<file path="src/design/assert_macros.svh">
// Assertion helpers shared by the design files.
`ifndef ASSERT_MACROS_SVH
`define ASSERT_MACROS_SVH

`ifndef ASSERT_OFF

// Check a condition on every clock edge outside reset.
`define ASSERT_ALWAYS(lbl, clk, rst_n, cond) \
	lbl: assert property (@(posedge clk) disable iff (!(rst_n)) (cond)) \
		else $error("assertion failed");

// Check that a condition implies another one on the next edge.
`define ASSERT_NEXT(lbl, clk, rst_n, ante, cons) \
	lbl: assert property (@(posedge clk) disable iff (!(rst_n)) (ante) |=> (cons)) \
		else $error("assertion failed");

`else

`define ASSERT_ALWAYS(lbl, clk, rst_n, cond)
`define ASSERT_NEXT(lbl, clk, rst_n, ante, cons)

`endif

`endif

</file>
<file path="src/design/imu_dec_pkg.sv">
package imu_dec_pkg;

	localparam int OVERSAMPLE_DEF = 10;
	localparam int NUM_CH         = 6;
	localparam int SAMPLE_W       = 12;
	localparam int OFFSET_W       = 13;
	localparam int WSUM_W         = 15;
	localparam int SCALE_W        = 16;
	localparam int TAP_IDX_W      = 6;
	localparam int WEIGHT_W       = 16;
	localparam int SUM_W          = 40;
	localparam int PROD_W         = 56;
	localparam int RES_W          = 32;
	localparam int MUL_A_W        = 21;
	localparam int MUL_B_W        = 17;
	localparam int MUL_P_W        = MUL_A_W + MUL_B_W;
	localparam int HALF_W         = SUM_W / 2;
	localparam int CH_W           = 3;
	localparam int CFG_IDX_W      = 3;
	localparam int CFG_DATA_W     = 16;

	// input tdata layout
	localparam int IN_SAMPLES_W   = NUM_CH * SAMPLE_W;
	localparam int IN_TAP_IDX_LO  = IN_SAMPLES_W;
	localparam int IN_WEIGHT_LO   = IN_TAP_IDX_LO + TAP_IDX_W;
	localparam int IN_DATA_W      = 96;
	localparam int OUT_DATA_W     = NUM_CH * RES_W;

	localparam logic signed [OFFSET_W-1:0] ACCEL_OFFSET_RST = -13'sd2048;
	localparam logic signed [OFFSET_W-1:0] GYRO_OFFSET_RST  = -13'sd1675;
	localparam logic [WSUM_W-1:0]          WEIGHT_SUM_RST   = 15'd10;
	localparam logic [SCALE_W-1:0]         ACCEL_SCALE_RST  = 16'd785;
	localparam logic [SCALE_W-1:0]         GYRO_SCALE_RST   = 16'd461;

	localparam logic CMD_FRAME     = 1'b0;
	localparam logic CMD_TAP_WRITE = 1'b1;

	typedef enum logic [CFG_IDX_W-1:0] {
		CFG_ACCEL_OFFSET,
		CFG_GYRO_OFFSET,
		CFG_WEIGHT_SUM,
		CFG_ACCEL_SCALE,
		CFG_GYRO_SCALE
	} cfg_reg_t;

	typedef enum logic [2:0] {
		ST_IDLE,
		ST_RD,
		ST_MAC,
		ST_FIN_LO,
		ST_FIN_HI,
		ST_DIV_GO,
		ST_DIV_WAIT,
		ST_OUT
	} imu_state_t;

	// Request from the sequencer to the divider.
	typedef struct packed {
		logic                  start;
		logic [PROD_W-1:0]     dividend;
		logic [WSUM_W-1:0]     divisor;
	} div_req_t;

	// Output slot to accumulator channel: accel X, Y, Z then gyro X, Y, Z.
	function automatic logic [CH_W-1:0] out_chan(input logic [CH_W-1:0] slot);
		logic [CH_W-1:0] ch;
		case (slot)
			3'd0:    ch = 3'd0;
			3'd1:    ch = 3'd2;
			3'd2:    ch = 3'd4;
			3'd3:    ch = 3'd1;
			3'd4:    ch = 3'd3;
			3'd5:    ch = 3'd5;
			default: ch = 3'd0;
		endcase
		return ch;
	endfunction

endpackage

</file>
<file path="src/design/imu_dec_div.sv">
`include "assert_macros.svh"

// Restoring divider, one quotient bit per cycle. Unsigned dividend, nonzero divisor.
module imu_dec_div
	import imu_dec_pkg::*;
(
	input  logic              clk,
	input  logic              arst_n,
	input  div_req_t          req,
	output logic              busy,
	output logic              done,
	output logic [PROD_W-1:0] quotient
);

	localparam int CNT_W = $clog2(PROD_W + 1);

	logic [PROD_W-1:0] dq_q;
	logic [WSUM_W-1:0] rem_q;
	logic [WSUM_W-1:0] dvs_q;
	logic [CNT_W-1:0]  cnt_q;
	logic              done_q;
	logic [WSUM_W:0]   trial;
	logic              fits;

	assign trial = {rem_q, dq_q[PROD_W-1]};
	assign fits  = trial >= {1'b0, dvs_q};

	always_ff @(posedge clk or negedge arst_n) begin
		if (!arst_n) begin
			cnt_q  <= '0;
			done_q <= 1'b0;
		end else if (req.start) begin
			cnt_q  <= CNT_W'(PROD_W);
			done_q <= 1'b0;
		end else if (cnt_q != '0) begin
			cnt_q  <= cnt_q - 1'b1;
			done_q <= (cnt_q == CNT_W'(1));
		end else begin
			done_q <= 1'b0;
		end
	end

	always_ff @(posedge clk) begin
		if (req.start) begin
			dq_q  <= req.dividend;
			rem_q <= '0;
			dvs_q <= req.divisor;
		end else if (cnt_q != '0) begin
			// shift next dividend bit into the remainder, subtract if it fits
			rem_q <= fits ? WSUM_W'(trial - {1'b0, dvs_q}) : trial[WSUM_W-1:0];
			dq_q  <= {dq_q[PROD_W-2:0], fits};
		end
	end

	assign busy     = cnt_q != '0;
	assign done     = done_q;
	assign quotient = dq_q;

	`ASSERT_NEXT(a_div_done_after_last, clk, arst_n, cnt_q == CNT_W'(1) && !req.start, done_q)
	`ASSERT_ALWAYS(a_div_done_not_busy, clk, arst_n, !(done_q && cnt_q != '0))
	`ASSERT_ALWAYS(a_div_rem_below_divisor, clk, arst_n, !busy || rem_q < dvs_q || dvs_q == '0)

endmodule

</file>
<file path="src/design/oversampled_imu_decimator.sv">
// Oversampled IMU decimator. Each input transaction is either a sample frame
// (tuser = 0: six 12-bit ADC counts, accel X/gyro X/accel Y/gyro Y/accel Z/
// gyro Z) or a tap weight write (tuser = 1: tap_index and signed tap_weight;
// indexes at or above OVERSAMPLE are dropped). Per frame, each channel's count
// plus its offset is multiplied by the weight of the frame's window position
// and accumulated. After OVERSAMPLE frames one output transaction carries six
// 32-bit values: sum times unsigned 16-bit integer scale, divided by weight_sum
// (zero taken as one), truncated toward zero and saturated. A frame is accepted,
// reads the tap memory, then makes six passes through the shared 21x17 multiplier.
// The frame that closes a window then, for each output value, forms two partial
// products, starts the divider and waits for its 56-step bit-serial divide; the
// results are then handed over to the output register, which may further wait
// while the previous output transaction has not been taken. Configuration
// writes are accepted every cycle and must only happen while the block is idle.
`include "assert_macros.svh"

module oversampled_imu_decimator
	import imu_dec_pkg::*;
#(
	parameter int OVERSAMPLE = OVERSAMPLE_DEF
) (
	input  logic                  clk,
	input  logic                  arst_n,
	// sample frames and tap weight writes
	input  logic                  s_tvalid,
	output logic                  s_tready,
	// sample_ch0 [11:0], sample_ch1 [23:12], sample_ch2 [35:24], sample_ch3 [47:36],
	// sample_ch4 [59:48], sample_ch5 [71:60], tap_index [77:72], tap_weight [93:78]
	input  logic [IN_DATA_W-1:0]  s_tdata,
	// command [0]
	input  logic                  s_tuser,
	// decimated results
	output logic                  m_tvalid,
	input  logic                  m_tready,
	// accel_x [31:0], accel_y [63:32], accel_z [95:64],
	// rate_x [127:96], rate_y [159:128], rate_z [191:160]
	output logic [OUT_DATA_W-1:0] m_tdata,
	// configuration writes
	input  logic                  cfg_valid,
	output logic                  cfg_ready,
	input  logic [CFG_IDX_W-1:0]  cfg_index,
	input  logic [CFG_DATA_W-1:0] cfg_data
);

	localparam int AW = (OVERSAMPLE > 1) ? $clog2(OVERSAMPLE) : 1;

	// configuration registers
	logic signed [OFFSET_W-1:0] accel_off_q, gyro_off_q;
	logic [WSUM_W-1:0]          wsum_q;
	logic [SCALE_W-1:0]         accel_scale_q, gyro_scale_q;

	// tap memory with per-entry valid bits; an unwritten entry reads as one
	logic [WEIGHT_W-1:0]   tap_mem [OVERSAMPLE];
	logic [OVERSAMPLE-1:0] tap_vld_q;
	logic [WEIGHT_W-1:0]   tap_rd_q;
	logic                  tap_rd_vld_q;

	imu_state_t state_q, state_d;
	logic [AW-1:0]                frame_cnt_q;
	logic [CH_W-1:0]              idx_q;
	logic [IN_SAMPLES_W-1:0]      samp_q;
	logic signed [SUM_W-1:0]      sums_q [NUM_CH];
	logic signed [PROD_W-1:0]     prod_q;
	logic [RES_W-1:0]             res_q [NUM_CH];
	logic                         m_tvalid_q;
	logic [OUT_DATA_W-1:0]        m_tdata_q;

	logic in_acc, tap_we, idx_ok, out_free, last_ch, last_frame;
	logic [CH_W-1:0]            sel_ch;
	logic signed [SUM_W-1:0]    sel_sum;
	logic [SCALE_W-1:0]         sel_scale;
	logic [SAMPLE_W-1:0]        cur_samp;
	logic signed [OFFSET_W-1:0] cur_off;
	logic signed [OFFSET_W:0]   adj;
	logic signed [WEIGHT_W-1:0] weight;
	logic signed [MUL_A_W-1:0]  mul_a;
	logic signed [MUL_B_W-1:0]  mul_b;
	logic signed [MUL_P_W-1:0]  mul_p;
	logic [PROD_W-1:0]          mag;
	logic                       neg;
	logic [RES_W-1:0]           sat;
	logic [WSUM_W-1:0]          divisor;
	div_req_t                   div_req;
	logic                       div_busy, div_done;
	logic [PROD_W-1:0]          div_quo;

	assign in_acc   = s_tvalid && s_tready;
	assign idx_ok   = {1'b0, s_tdata[IN_TAP_IDX_LO +: TAP_IDX_W]} < (TAP_IDX_W + 1)'(OVERSAMPLE);
	assign tap_we   = in_acc && (s_tuser == CMD_TAP_WRITE) && idx_ok;
	assign out_free = !m_tvalid_q || m_tready;
	assign last_ch  = idx_q == CH_W'(NUM_CH - 1);
	assign last_frame = frame_cnt_q == AW'(OVERSAMPLE - 1);

	// configuration port: always ready
	assign cfg_ready = 1'b1;

	always_ff @(posedge clk or negedge arst_n) begin
		if (!arst_n) begin
			accel_off_q   <= ACCEL_OFFSET_RST;
			gyro_off_q    <= GYRO_OFFSET_RST;
			wsum_q        <= WEIGHT_SUM_RST;
			accel_scale_q <= ACCEL_SCALE_RST;
			gyro_scale_q  <= GYRO_SCALE_RST;
		end else if (cfg_valid && cfg_ready) begin
			case (cfg_index)
				CFG_ACCEL_OFFSET: accel_off_q   <= cfg_data[OFFSET_W-1:0];
				CFG_GYRO_OFFSET:  gyro_off_q    <= cfg_data[OFFSET_W-1:0];
				CFG_WEIGHT_SUM:   wsum_q        <= cfg_data[WSUM_W-1:0];
				CFG_ACCEL_SCALE:  accel_scale_q <= cfg_data[SCALE_W-1:0];
				CFG_GYRO_SCALE:   gyro_scale_q  <= cfg_data[SCALE_W-1:0];
				default: ;
			endcase
		end
	end

	// tap memory: one write port, one registered read port at the frame position
	always_ff @(posedge clk) begin
		if (tap_we) begin
			tap_mem[s_tdata[IN_TAP_IDX_LO +: AW]] <= s_tdata[IN_WEIGHT_LO +: WEIGHT_W];
		end
		tap_rd_q <= tap_mem[frame_cnt_q];
	end

	always_ff @(posedge clk or negedge arst_n) begin
		if (!arst_n) begin
			tap_vld_q    <= '0;
			tap_rd_vld_q <= 1'b0;
		end else begin
			if (tap_we) begin
				tap_vld_q[s_tdata[IN_TAP_IDX_LO +: AW]] <= 1'b1;
			end
			tap_rd_vld_q <= tap_vld_q[frame_cnt_q];
		end
	end

	assign weight = tap_rd_vld_q ? tap_rd_q : WEIGHT_W'(1);

	// shared multiplier operand selection
	assign sel_ch    = (state_q == ST_MAC) ? idx_q : out_chan(idx_q);
	assign sel_sum   = sums_q[sel_ch];
	assign sel_scale = sel_ch[0] ? gyro_scale_q : accel_scale_q;
	assign cur_samp  = samp_q[idx_q * SAMPLE_W +: SAMPLE_W];
	assign cur_off   = idx_q[0] ? gyro_off_q : accel_off_q;
	assign adj       = $signed({2'b00, cur_samp}) + $signed({cur_off[OFFSET_W-1], cur_off});

	always_comb begin
		case (state_q)
			ST_MAC: begin
				mul_a = MUL_A_W'(adj);
				mul_b = MUL_B_W'(weight);
			end
			ST_FIN_LO: begin
				mul_a = $signed({1'b0, sel_sum[HALF_W-1:0]});
				mul_b = $signed({1'b0, sel_scale});
			end
			ST_FIN_HI: begin
				// upper half carries the sign of the sum
				mul_a = $signed({sel_sum[SUM_W-1], sel_sum[SUM_W-1:HALF_W]});
				mul_b = $signed({1'b0, sel_scale});
			end
			default: begin
				mul_a = '0;
				mul_b = '0;
			end
		endcase
	end

	assign mul_p = mul_a * mul_b;

	// divider request: magnitude of the scaled sum
	assign neg     = prod_q[PROD_W-1];
	assign mag     = neg ? PROD_W'(-prod_q) : PROD_W'(prod_q);
	assign divisor = (wsum_q == '0) ? WSUM_W'(1) : wsum_q;

	assign div_req.start    = state_q == ST_DIV_GO;
	assign div_req.dividend = mag;
	assign div_req.divisor  = divisor;

	imu_dec_div u_div (
		.clk      (clk),
		.arst_n   (arst_n),
		.req      (div_req),
		.busy     (div_busy),
		.done     (div_done),
		.quotient (div_quo)
	);

	// apply sign and saturate to 32 bits
	always_comb begin
		if (neg) begin
			if (div_quo > PROD_W'(64'h8000_0000)) begin
				sat = 32'h8000_0000;
			end else begin
				sat = RES_W'(-div_quo[RES_W-1:0]);
			end
		end else begin
			if (div_quo > PROD_W'(64'h7FFF_FFFF)) begin
				sat = 32'h7FFF_FFFF;
			end else begin
				sat = div_quo[RES_W-1:0];
			end
		end
	end

	// next state
	always_comb begin
		state_d  = state_q;
		s_tready = 1'b0;
		case (state_q)
			ST_IDLE: begin
				s_tready = 1'b1;
				if (in_acc && s_tuser == CMD_FRAME) begin
					state_d = ST_RD;
				end
			end
			ST_RD:   state_d = ST_MAC;
			ST_MAC: begin
				if (last_ch) begin
					state_d = last_frame ? ST_FIN_LO : ST_IDLE;
				end
			end
			ST_FIN_LO:   state_d = ST_FIN_HI;
			ST_FIN_HI:   state_d = ST_DIV_GO;
			ST_DIV_GO:   state_d = ST_DIV_WAIT;
			ST_DIV_WAIT: begin
				if (div_done) begin
					state_d = last_ch ? ST_OUT : ST_FIN_LO;
				end
			end
			ST_OUT: begin
				if (out_free) begin
					state_d = ST_IDLE;
				end
			end
			default: state_d = ST_IDLE;
		endcase
	end

	always_ff @(posedge clk or negedge arst_n) begin
		if (!arst_n) begin
			state_q <= ST_IDLE;
		end else begin
			state_q <= state_d;
		end
	end

	// sequencer counters, accumulators and output register
	always_ff @(posedge clk or negedge arst_n) begin
		if (!arst_n) begin
			frame_cnt_q <= '0;
			idx_q       <= '0;
			m_tvalid_q  <= 1'b0;
			for (int i = 0; i < NUM_CH; i++) begin
				sums_q[i] <= '0;
			end
		end else begin
			if (state_q == ST_OUT && out_free) begin
				m_tvalid_q <= 1'b1;
			end else if (m_tready) begin
				m_tvalid_q <= 1'b0;
			end
			case (state_q)
				ST_IDLE: idx_q <= '0;
				ST_MAC: begin
					// accumulate one channel per cycle
					sums_q[idx_q] <= sums_q[idx_q] + SUM_W'(mul_p);
					if (last_ch) begin
						idx_q <= '0;
						if (!last_frame) begin
							frame_cnt_q <= frame_cnt_q + 1'b1;
						end
					end else begin
						idx_q <= idx_q + 1'b1;
					end
				end
				ST_DIV_WAIT: begin
					if (div_done && !last_ch) begin
						idx_q <= idx_q + 1'b1;
					end
				end
				ST_OUT: begin
					if (out_free) begin
						// hand the result over and open a new window
						frame_cnt_q <= '0;
						idx_q       <= '0;
						for (int i = 0; i < NUM_CH; i++) begin
							sums_q[i] <= '0;
						end
					end
				end
				default: ;
			endcase
		end
	end

	always_ff @(posedge clk) begin
		if (in_acc) begin
			samp_q <= s_tdata[IN_SAMPLES_W-1:0];
		end
		case (state_q)
			ST_FIN_LO: prod_q <= PROD_W'(mul_p);
			ST_FIN_HI: prod_q <= prod_q + $signed({mul_p[PROD_W-HALF_W-1:0], {HALF_W{1'b0}}});
			default: ;
		endcase
		if (state_q == ST_DIV_WAIT && div_done) begin
			res_q[idx_q] <= sat;
		end
		if (state_q == ST_OUT && out_free) begin
			for (int i = 0; i < NUM_CH; i++) begin
				m_tdata_q[i*RES_W +: RES_W] <= res_q[i];
			end
		end
	end

	assign m_tvalid = m_tvalid_q;
	assign m_tdata  = m_tdata_q;

	`ASSERT_ALWAYS(a_div_only_when_waiting, clk, arst_n, !div_busy || state_q == ST_DIV_WAIT)
	`ASSERT_ALWAYS(a_frame_cnt_in_window, clk, arst_n, frame_cnt_q <= AW'(OVERSAMPLE - 1))
	`ASSERT_ALWAYS(a_idx_in_range, clk, arst_n, idx_q < CH_W'(NUM_CH))
	`ASSERT_NEXT(a_window_cleared, clk, arst_n, state_q == ST_OUT && out_free,
		m_tvalid_q && frame_cnt_q == '0 && sums_q[0] == '0 && sums_q[5] == '0)

endmodule

</file>
<file path="config.mk">
export PLATFORM = sky130hd
export DESIGN_NAME = oversampled_imu_decimator
export DESIGN_NICKNAME = d
export VERILOG_FILES = /design/src/design/imu_dec_pkg.sv /design/src/design/imu_dec_div.sv /design/src/design/oversampled_imu_decimator.sv
export VERILOG_INCLUDE_DIRS = /design/src /design/src/design
export SDC_FILE = /design/constraint.sdc
export NUM_CORES = 2
export LEC_CHECK = 0
export ABC_AREA = 1
export BUFFER_PORTS_ARGS = -buffer_cell sky130_fd_sc_hd__buf_2
export CORE_MARGIN = 8
export CORE_UTILIZATION = 35
export CTS_CLUSTER_DIAMETER = 80
export CTS_CLUSTER_SIZE = 40
export DETAILED_ROUTE_END_ITERATION = 12
export GPL_ROUTABILITY_DRIVEN = 0
export SLEW_MARGIN = 15
export SYNTH_ARGS = -nofsm -noshare
export SYNTH_HDL_FRONTEND = slang
export SYNTH_HIERARCHICAL = 1
export SYNTH_SLANG_ARGS = --single-unit
</file>
<file path="constraint.sdc">
create_clock -name clk -period 25.1 [get_ports clk]
set_input_delay 2.51 -clock clk [delete_from_list [all_inputs] [get_ports clk]]
set_output_delay 2.51 -clock clk [all_outputs]
set_load 0.02 [all_outputs]
</file>
; Word level (Yosys, flattened, before mapping)
; Memory sizes are Yosys's and may differ from the RTL's. A register that Yosys moved wholly into a read port is not among the register bits.
; Index checks and enable logic that the tools add are counted.
[op_classes]
n_addsub = 9
n_mul = 2
magnitude_cmp = 10
n_eq_ne = 24
shifts = 1
muxes = 55
bitwise = 4
n_reduce_logical = 31
[ops]
columns = cell, n
row1 = case mux 240 bit (2 select lines), 1
row2 = binary-select mux 40 bit (select 3 bit), 2
row3 = bitwise mux 240 bit, 1
row4 = 2-to-1 mux 240 bit, 1
row5 = 2-to-1 mux 40 bit, 5
row6 = 2-to-1 mux 56 bit, 3
row7 = demux 40 bit (select 3 bit), 1
row8 = case mux 56 bit (2 select lines), 1
row9 = 2-to-1 mux 32 bit, 3
row10 = variable part select 72 x 8 -> 12 bit, 1
row11 = case mux 21 bit (3 select lines), 1
row12 = adder 56 bit, 1
row13 = "greater-than comparator 56 x 31 -> 1 bit, second input constant", 1
row14 = "greater-than comparator 56 x 32 -> 1 bit, second input constant", 1
row15 = negation 56 bit, 1
row16 = adder 40 x 38 -> 40 bit, 1
row17 = multiplier 21 x 17 -> 38 bit, 1
row18 = case mux 17 bit (2 select lines), 1
row19 = 2-to-1 mux 16 bit, 2
row20 = negation 32 bit, 1
row21 = 2-to-1 mux 3 bit, 8
row22 = case mux 3 bit (8 select lines), 1
row23 = "== test 3 bit, second input constant", 7
row24 = "== test 3 x 2 -> 1 bit, second input constant", 6
row25 = 43 further kinds, 84
[word_totals]
register_bits = 556
ramBits = 352
word_cells = 162
mem_count = 2
[mem_list]
columns = name, words, word_bits, read_ports, rd_ports_with_merged_regs, wr, line
row1 = res_q, 6, 32, 6, 6, 1, oversampled_imu_decimator.sv:64  ; logic [RES_W-1:0] res_q [NUM_CH];
row2 = tap_mem, 10, 16, 1, 1, 1, oversampled_imu_decimator.sv:53  ; logic [WEIGHT_W-1:0] tap_mem [OVERSAMPLE];

; Depth between registers and ports, before layout
[logic_depth]
depth_word = 12
depth_mapped = 61
depth_no_buf = 59

; Hierarchy
; The synthesis kept the hierarchy.
[modules_own_cells]
columns = module, n_inst, cells_each, area_each_um2, seq_area_each_um2
row1 = oversampled_imu_decimator, 1, 6890, 62731.4, 28910.2
row2 = imu_dec_div, 1, 601, 4937.2, 2607.5

; Worst setup path after synthesis
; OpenSTA, ideal clock, no wires.
[synth_path]
path_type = input port to flip-flop
from = input m_tready
to = register sums_q[5] (netlist name)
setup_ns = 0.136
t_arrival_ns = 12.929
t_required_ns = 24.964
setup_slack_ns = 12.036
path_stages = 8
cell_sequence = nor2_1 nor2_1 nor2_1 a21oi_2 clkinv_1 clkbuf_1 nand2_1 o21ai_0
[synth_between]
elab_chain_cells = 3
[synth_lines]
columns = item, line
row1 = "start, declared", oversampled_imu_decimator.sv:34  ; input logic m_tready,
row2 = logical OR 1 bit, oversampled_imu_decimator.sv:90  ; assign out_free = !m_tvalid_q || m_tready;
row3 = != test 2 bit (no line), -
row4 = AND reduction 2 bit (no line), -
row5 = "end signal, assigned by index", oversampled_imu_decimator.sv:266  ; sums_q[idx_q] <= sums_q[idx_q] + SUM_W'(mul_p);
row6 = "end, declared", oversampled_imu_decimator.sv:62  ; logic signed [SUM_W-1:0] sums_q [NUM_CH];
; No other way between the ends.
; A chain may end at the register's enable or synchronous reset.

; Final worst setup path
[layout_path]
from = register idx_q[1]
to = register sums_q[239] (netlist name)
[layout_between]
elab_chain_cells = 12
elab_cells_between_ends = 30
[layout_lines]
columns = item, line
row1 = "start, declared", oversampled_imu_decimator.sv:60  ; logic [CH_W-1:0] idx_q;
row2 = "start signal, assigned", oversampled_imu_decimator.sv:273  ; idx_q <= idx_q + 1'b1;
row3 = "start signal, assigned", oversampled_imu_decimator.sv:278  ; idx_q <= idx_q + 1'b1;
row4 = branches (longest 10 deep; another with adder 40 x 38 -> 40 bit), -
row5 = bitwise mux 240 bit *, oversampled_imu_decimator.sv:266
row6 = case mux 240 bit (2 select lines) *, oversampled_imu_decimator.sv:262  ; case (state_q)
; Every way passes the cells marked *. The select of a mux whose other input is x is not followed.

==> run summary <==
Syn Area/Cell - 9.03 µm²
Cell accounting for the most synthesized area - edfxtp_1
Most common cell after layout, fill and taps aside - nand2_1
Post-synthesis sequential area ratio - 46.6%
Postcts setup bufs - 0
Clk_lat worst skew - 0.73 ns
Fillers - 19,200
Final Hold Vio Count - 0
Final #Nets - 8,343
Detailed Place HPWL - 154,000 µm
Hold/Removal Path Class - reg -> reg
Critical Path RT - 25.69 ns
Final Skew - 0.0717 ns
Slew at the pin closest to its max-slew limit - 1.25 ns
Io pins - 316
Core footprint - 192,000 µm²
DR vias/cell - 5.27
Initial Utilization - 35.2%
Startpoint class of the critical path - flop
Crit path max fanout - 26
Worst setup EP type - flop
Tot GR Track Use - 19.5%
Clock slew at reported path FFs - 0.13 ns
Post-synth EDFFs - 743
Vias - 53,900
Post-synth top flop - edfxtp_1
Reg2reg end - sums_q[239]$_DFFE_PN0P_
Aggregate routed wire length - 211,000 µm
Syn_nets - 8,177
Unique masters post-synth - 71
Share of the synthesized area in the top cell type - 33.0%
Critical path type - reg -> reg
Fin crit share - 53.4%
Status - completed
Area delta synth->final - 9.19%
Max-Cap Viols - 0
Root Buffer - clkbuf_16
Chip Width - 456 µm
RSZ-0062 raised after global routing - no
CTS Hold Bufs - 0
Share of layout cells above drive strength 1 - 8.44%
Mapped cell area - 67,700 µm²
CP arrival - 14.00 ns
Drt drc - 0
Initial antenna violation count - 12
Vias in the first global route - 53,400
Largest cells by area after synthesis - edfxtp_1, dfrtp_1, fa_1
1st-iter DRT viols - 5,556
1st-pass router iterations - 7
Slowest CP cell - fa_1
Final min period - 13.40 ns
Number of synthesis warnings - 6
Final Max Slew Viols - 0
Synth Register Bits - 1,116
FF-to-FF path depth - 48
Largest net degree at the start of global routing - 115
Post-route ant nets - 0
CTS tree - done
Crit path to - sums_q[239]$_DFFE_PN0P_
Slew HR - 16.7%
# rows - 161
First-pass GRT wire length - 321,000 µm
Crit path from - idx_q[1]$_DFFE_PN0P_
WL/cell - 20.7 µm
R2R Setup Slk - 11.70 ns
Crit path largest cell delay - 0.94 ns
Final setup violation count - 0
Htree depth - 2
Most frequent cells in the layout - nand2_1, inv_1, edfxtp_1, o21ai_0, nor2_1
Clock Sinks - 1,116
Asr flop ratio synth - 30.6%
CTS Buf Count - 47
FF-to-FF Start - idx_q[1]$_DFFE_PN0P_
Mapped Cells - 7,491
Setup TNS - 0 ns
Die Y - 456 µm
Total congestion overflow - 0
CTS resizes - 0
Fmax - 74.6 MHz
CTS max path bufs - 3
Port Buf Inserts - 312
Total die area - 208,000 µm²
Crit-path most repeated cell - nand3_1
critical path, delay by kind of cell (launching register included):
| kind | cells | cell delay, ns |
|---|---|---|
| buffers and inverters | 10 | 2.02 |
| DFF | 1 | 0.38 |
| and+or+nand+nor | 20 | 3.98 |
| AOI/OAI and AO/OA | 9 | 1.82 |
| adders and majority gates | 9 | 5.05 |
layer usage:
metal | global-route usage [%] | part of all wire [%] | vias up
li1 | - | - | 24900
met3 | 4.42 | 9.2 | 476
met5 | 0 | 0.030 | -
met2 | 30.6 | 44 | 2527
met4 | 8.54 | 5.0 | 10
met1 | 26.0 | 42 | 26000
synthesized netlist by cell type (9+ instances only):
cell type	instances
a21oi_1	347
dfrtp_1	320
inv_2	26
xor2_1	96
nand2_1	1785
fa_1	360
a211oi_1	15
edfxtp_1	743
o22ai_1	143
o21ai_1	25
xnor2_1	39
nor4_1	24
dfstp_2	22
nand3_2	9
o221ai_1	19
nand3b_1	25
a31oi_1	16
nor2_1	547
dfxtp_1	31
clkbuf_1	183
or2_2	26
nand4_1	63
buf_4	23
o21ai_0	568
and2_1	9
a22oi_1	19
nand2_2	20
a21o_1	11
a21boi_1	12
nor3_1	83
o211ai_1	42
o21bai_1	22
ha_1	205
buf_2	63
nand3_1	391
inv_1	1060
buf_1	14
logic make-up (layout without fill, tap and decap cells):
group                    Yosys count  after routing  synth area share [%]
AND/OR/NAND/NOR                 3003           3003                  18.4
buffers and inverters           1381           1580                  8.00
flip-flops                      1116           1116                  46.6
adder cells (fa/ha/maj)          565            565                  14.4
XOR/XNOR                         135            135                  1.75
AO/OA/AOI/OAI                   1290           1290                  10.8
other                              1              8               0.00554
final cells by class:
| cell class | instances | area (µm²) | share of cell area [%] |
|---|---|---|---|
| diodes | 7 | 17.5 | 0.0237 |
| clock buffers | 50 | 1230 | 1.66 |
| clock inverters | 32 | 659 | 0.892 |
| inverters | 1090 | 4090 | 5.54 |
| multi-input cells | 4994 | 30900 | 41.8 |
| flip-flops and latches | 1116 | 31500 | 42.7 |
| well taps | 2526 | 3160 | 4.28 |
| repair buffers | 408 | 2290 | 3.10 |
through the flow:
stage	cell area, µm²	hold slack (ns)	instances	utilization, %	setup WS (ns)
floorplan	67700	0.400	7491	-	12.04
global placement	72000	0.401	10100	37.4	12.04
global route	73900	0.403	10200	38.4	10.86
detailed placement	72000	0.405	10100	37.4	11.95
CTS	73900	0.402	10200	38.4	11.91
finish	73900	0.393	10200	38.4	11.70
worst min path at each step:
stage	depth (start not counted)	from	slack [ns]	end
4_1_cts	0	res_q[5][23]$_DFFE_PP_	0.40	m_tdata[183]$_DFFE_PP_
6_report	0	res_q[5][23]$_DFFE_PP_	0.39	m_tdata[183]$_DFFE_PP_
2_1_floorplan	0	res_q[0][0]$_DFFE_PP_	0.40	m_tdata[0]$_DFFE_PP_
3_5_place_dp	0	res_q[3][5]$_DFFE_PP_	0.40	m_tdata[101]$_DFFE_PP_
5_1_grt	0	res_q[2][23]$_DFFE_PP_	0.40	m_tdata[87]$_DFFE_PP_
3_3_place_gp	0	res_q[5][13]$_DFFE_PP_	0.40	m_tdata[173]$_DFFE_PP_
flip-flops by register name, indices dropped and copies added, names as in the netlist, 6 cells and up:
name	flops
samp_q	72
tap_mem	160
tap_rd_q	16
gyro_scale_q	16
tap_vld_q	10
u_div/dvs_q	15
accel_off_q	13
gyro_off_q	13
m_tdata	192
accel_scale_q	16
sums_q	240
res_q	192
u_div/cnt_q	6
u_div/rem_q	15
wsum_q	15
prod_q	56
u_div/quotient	56
Power is not shown: default switching activity piles up to over one toggle a cycle in this logic, so the estimate is an artifact.
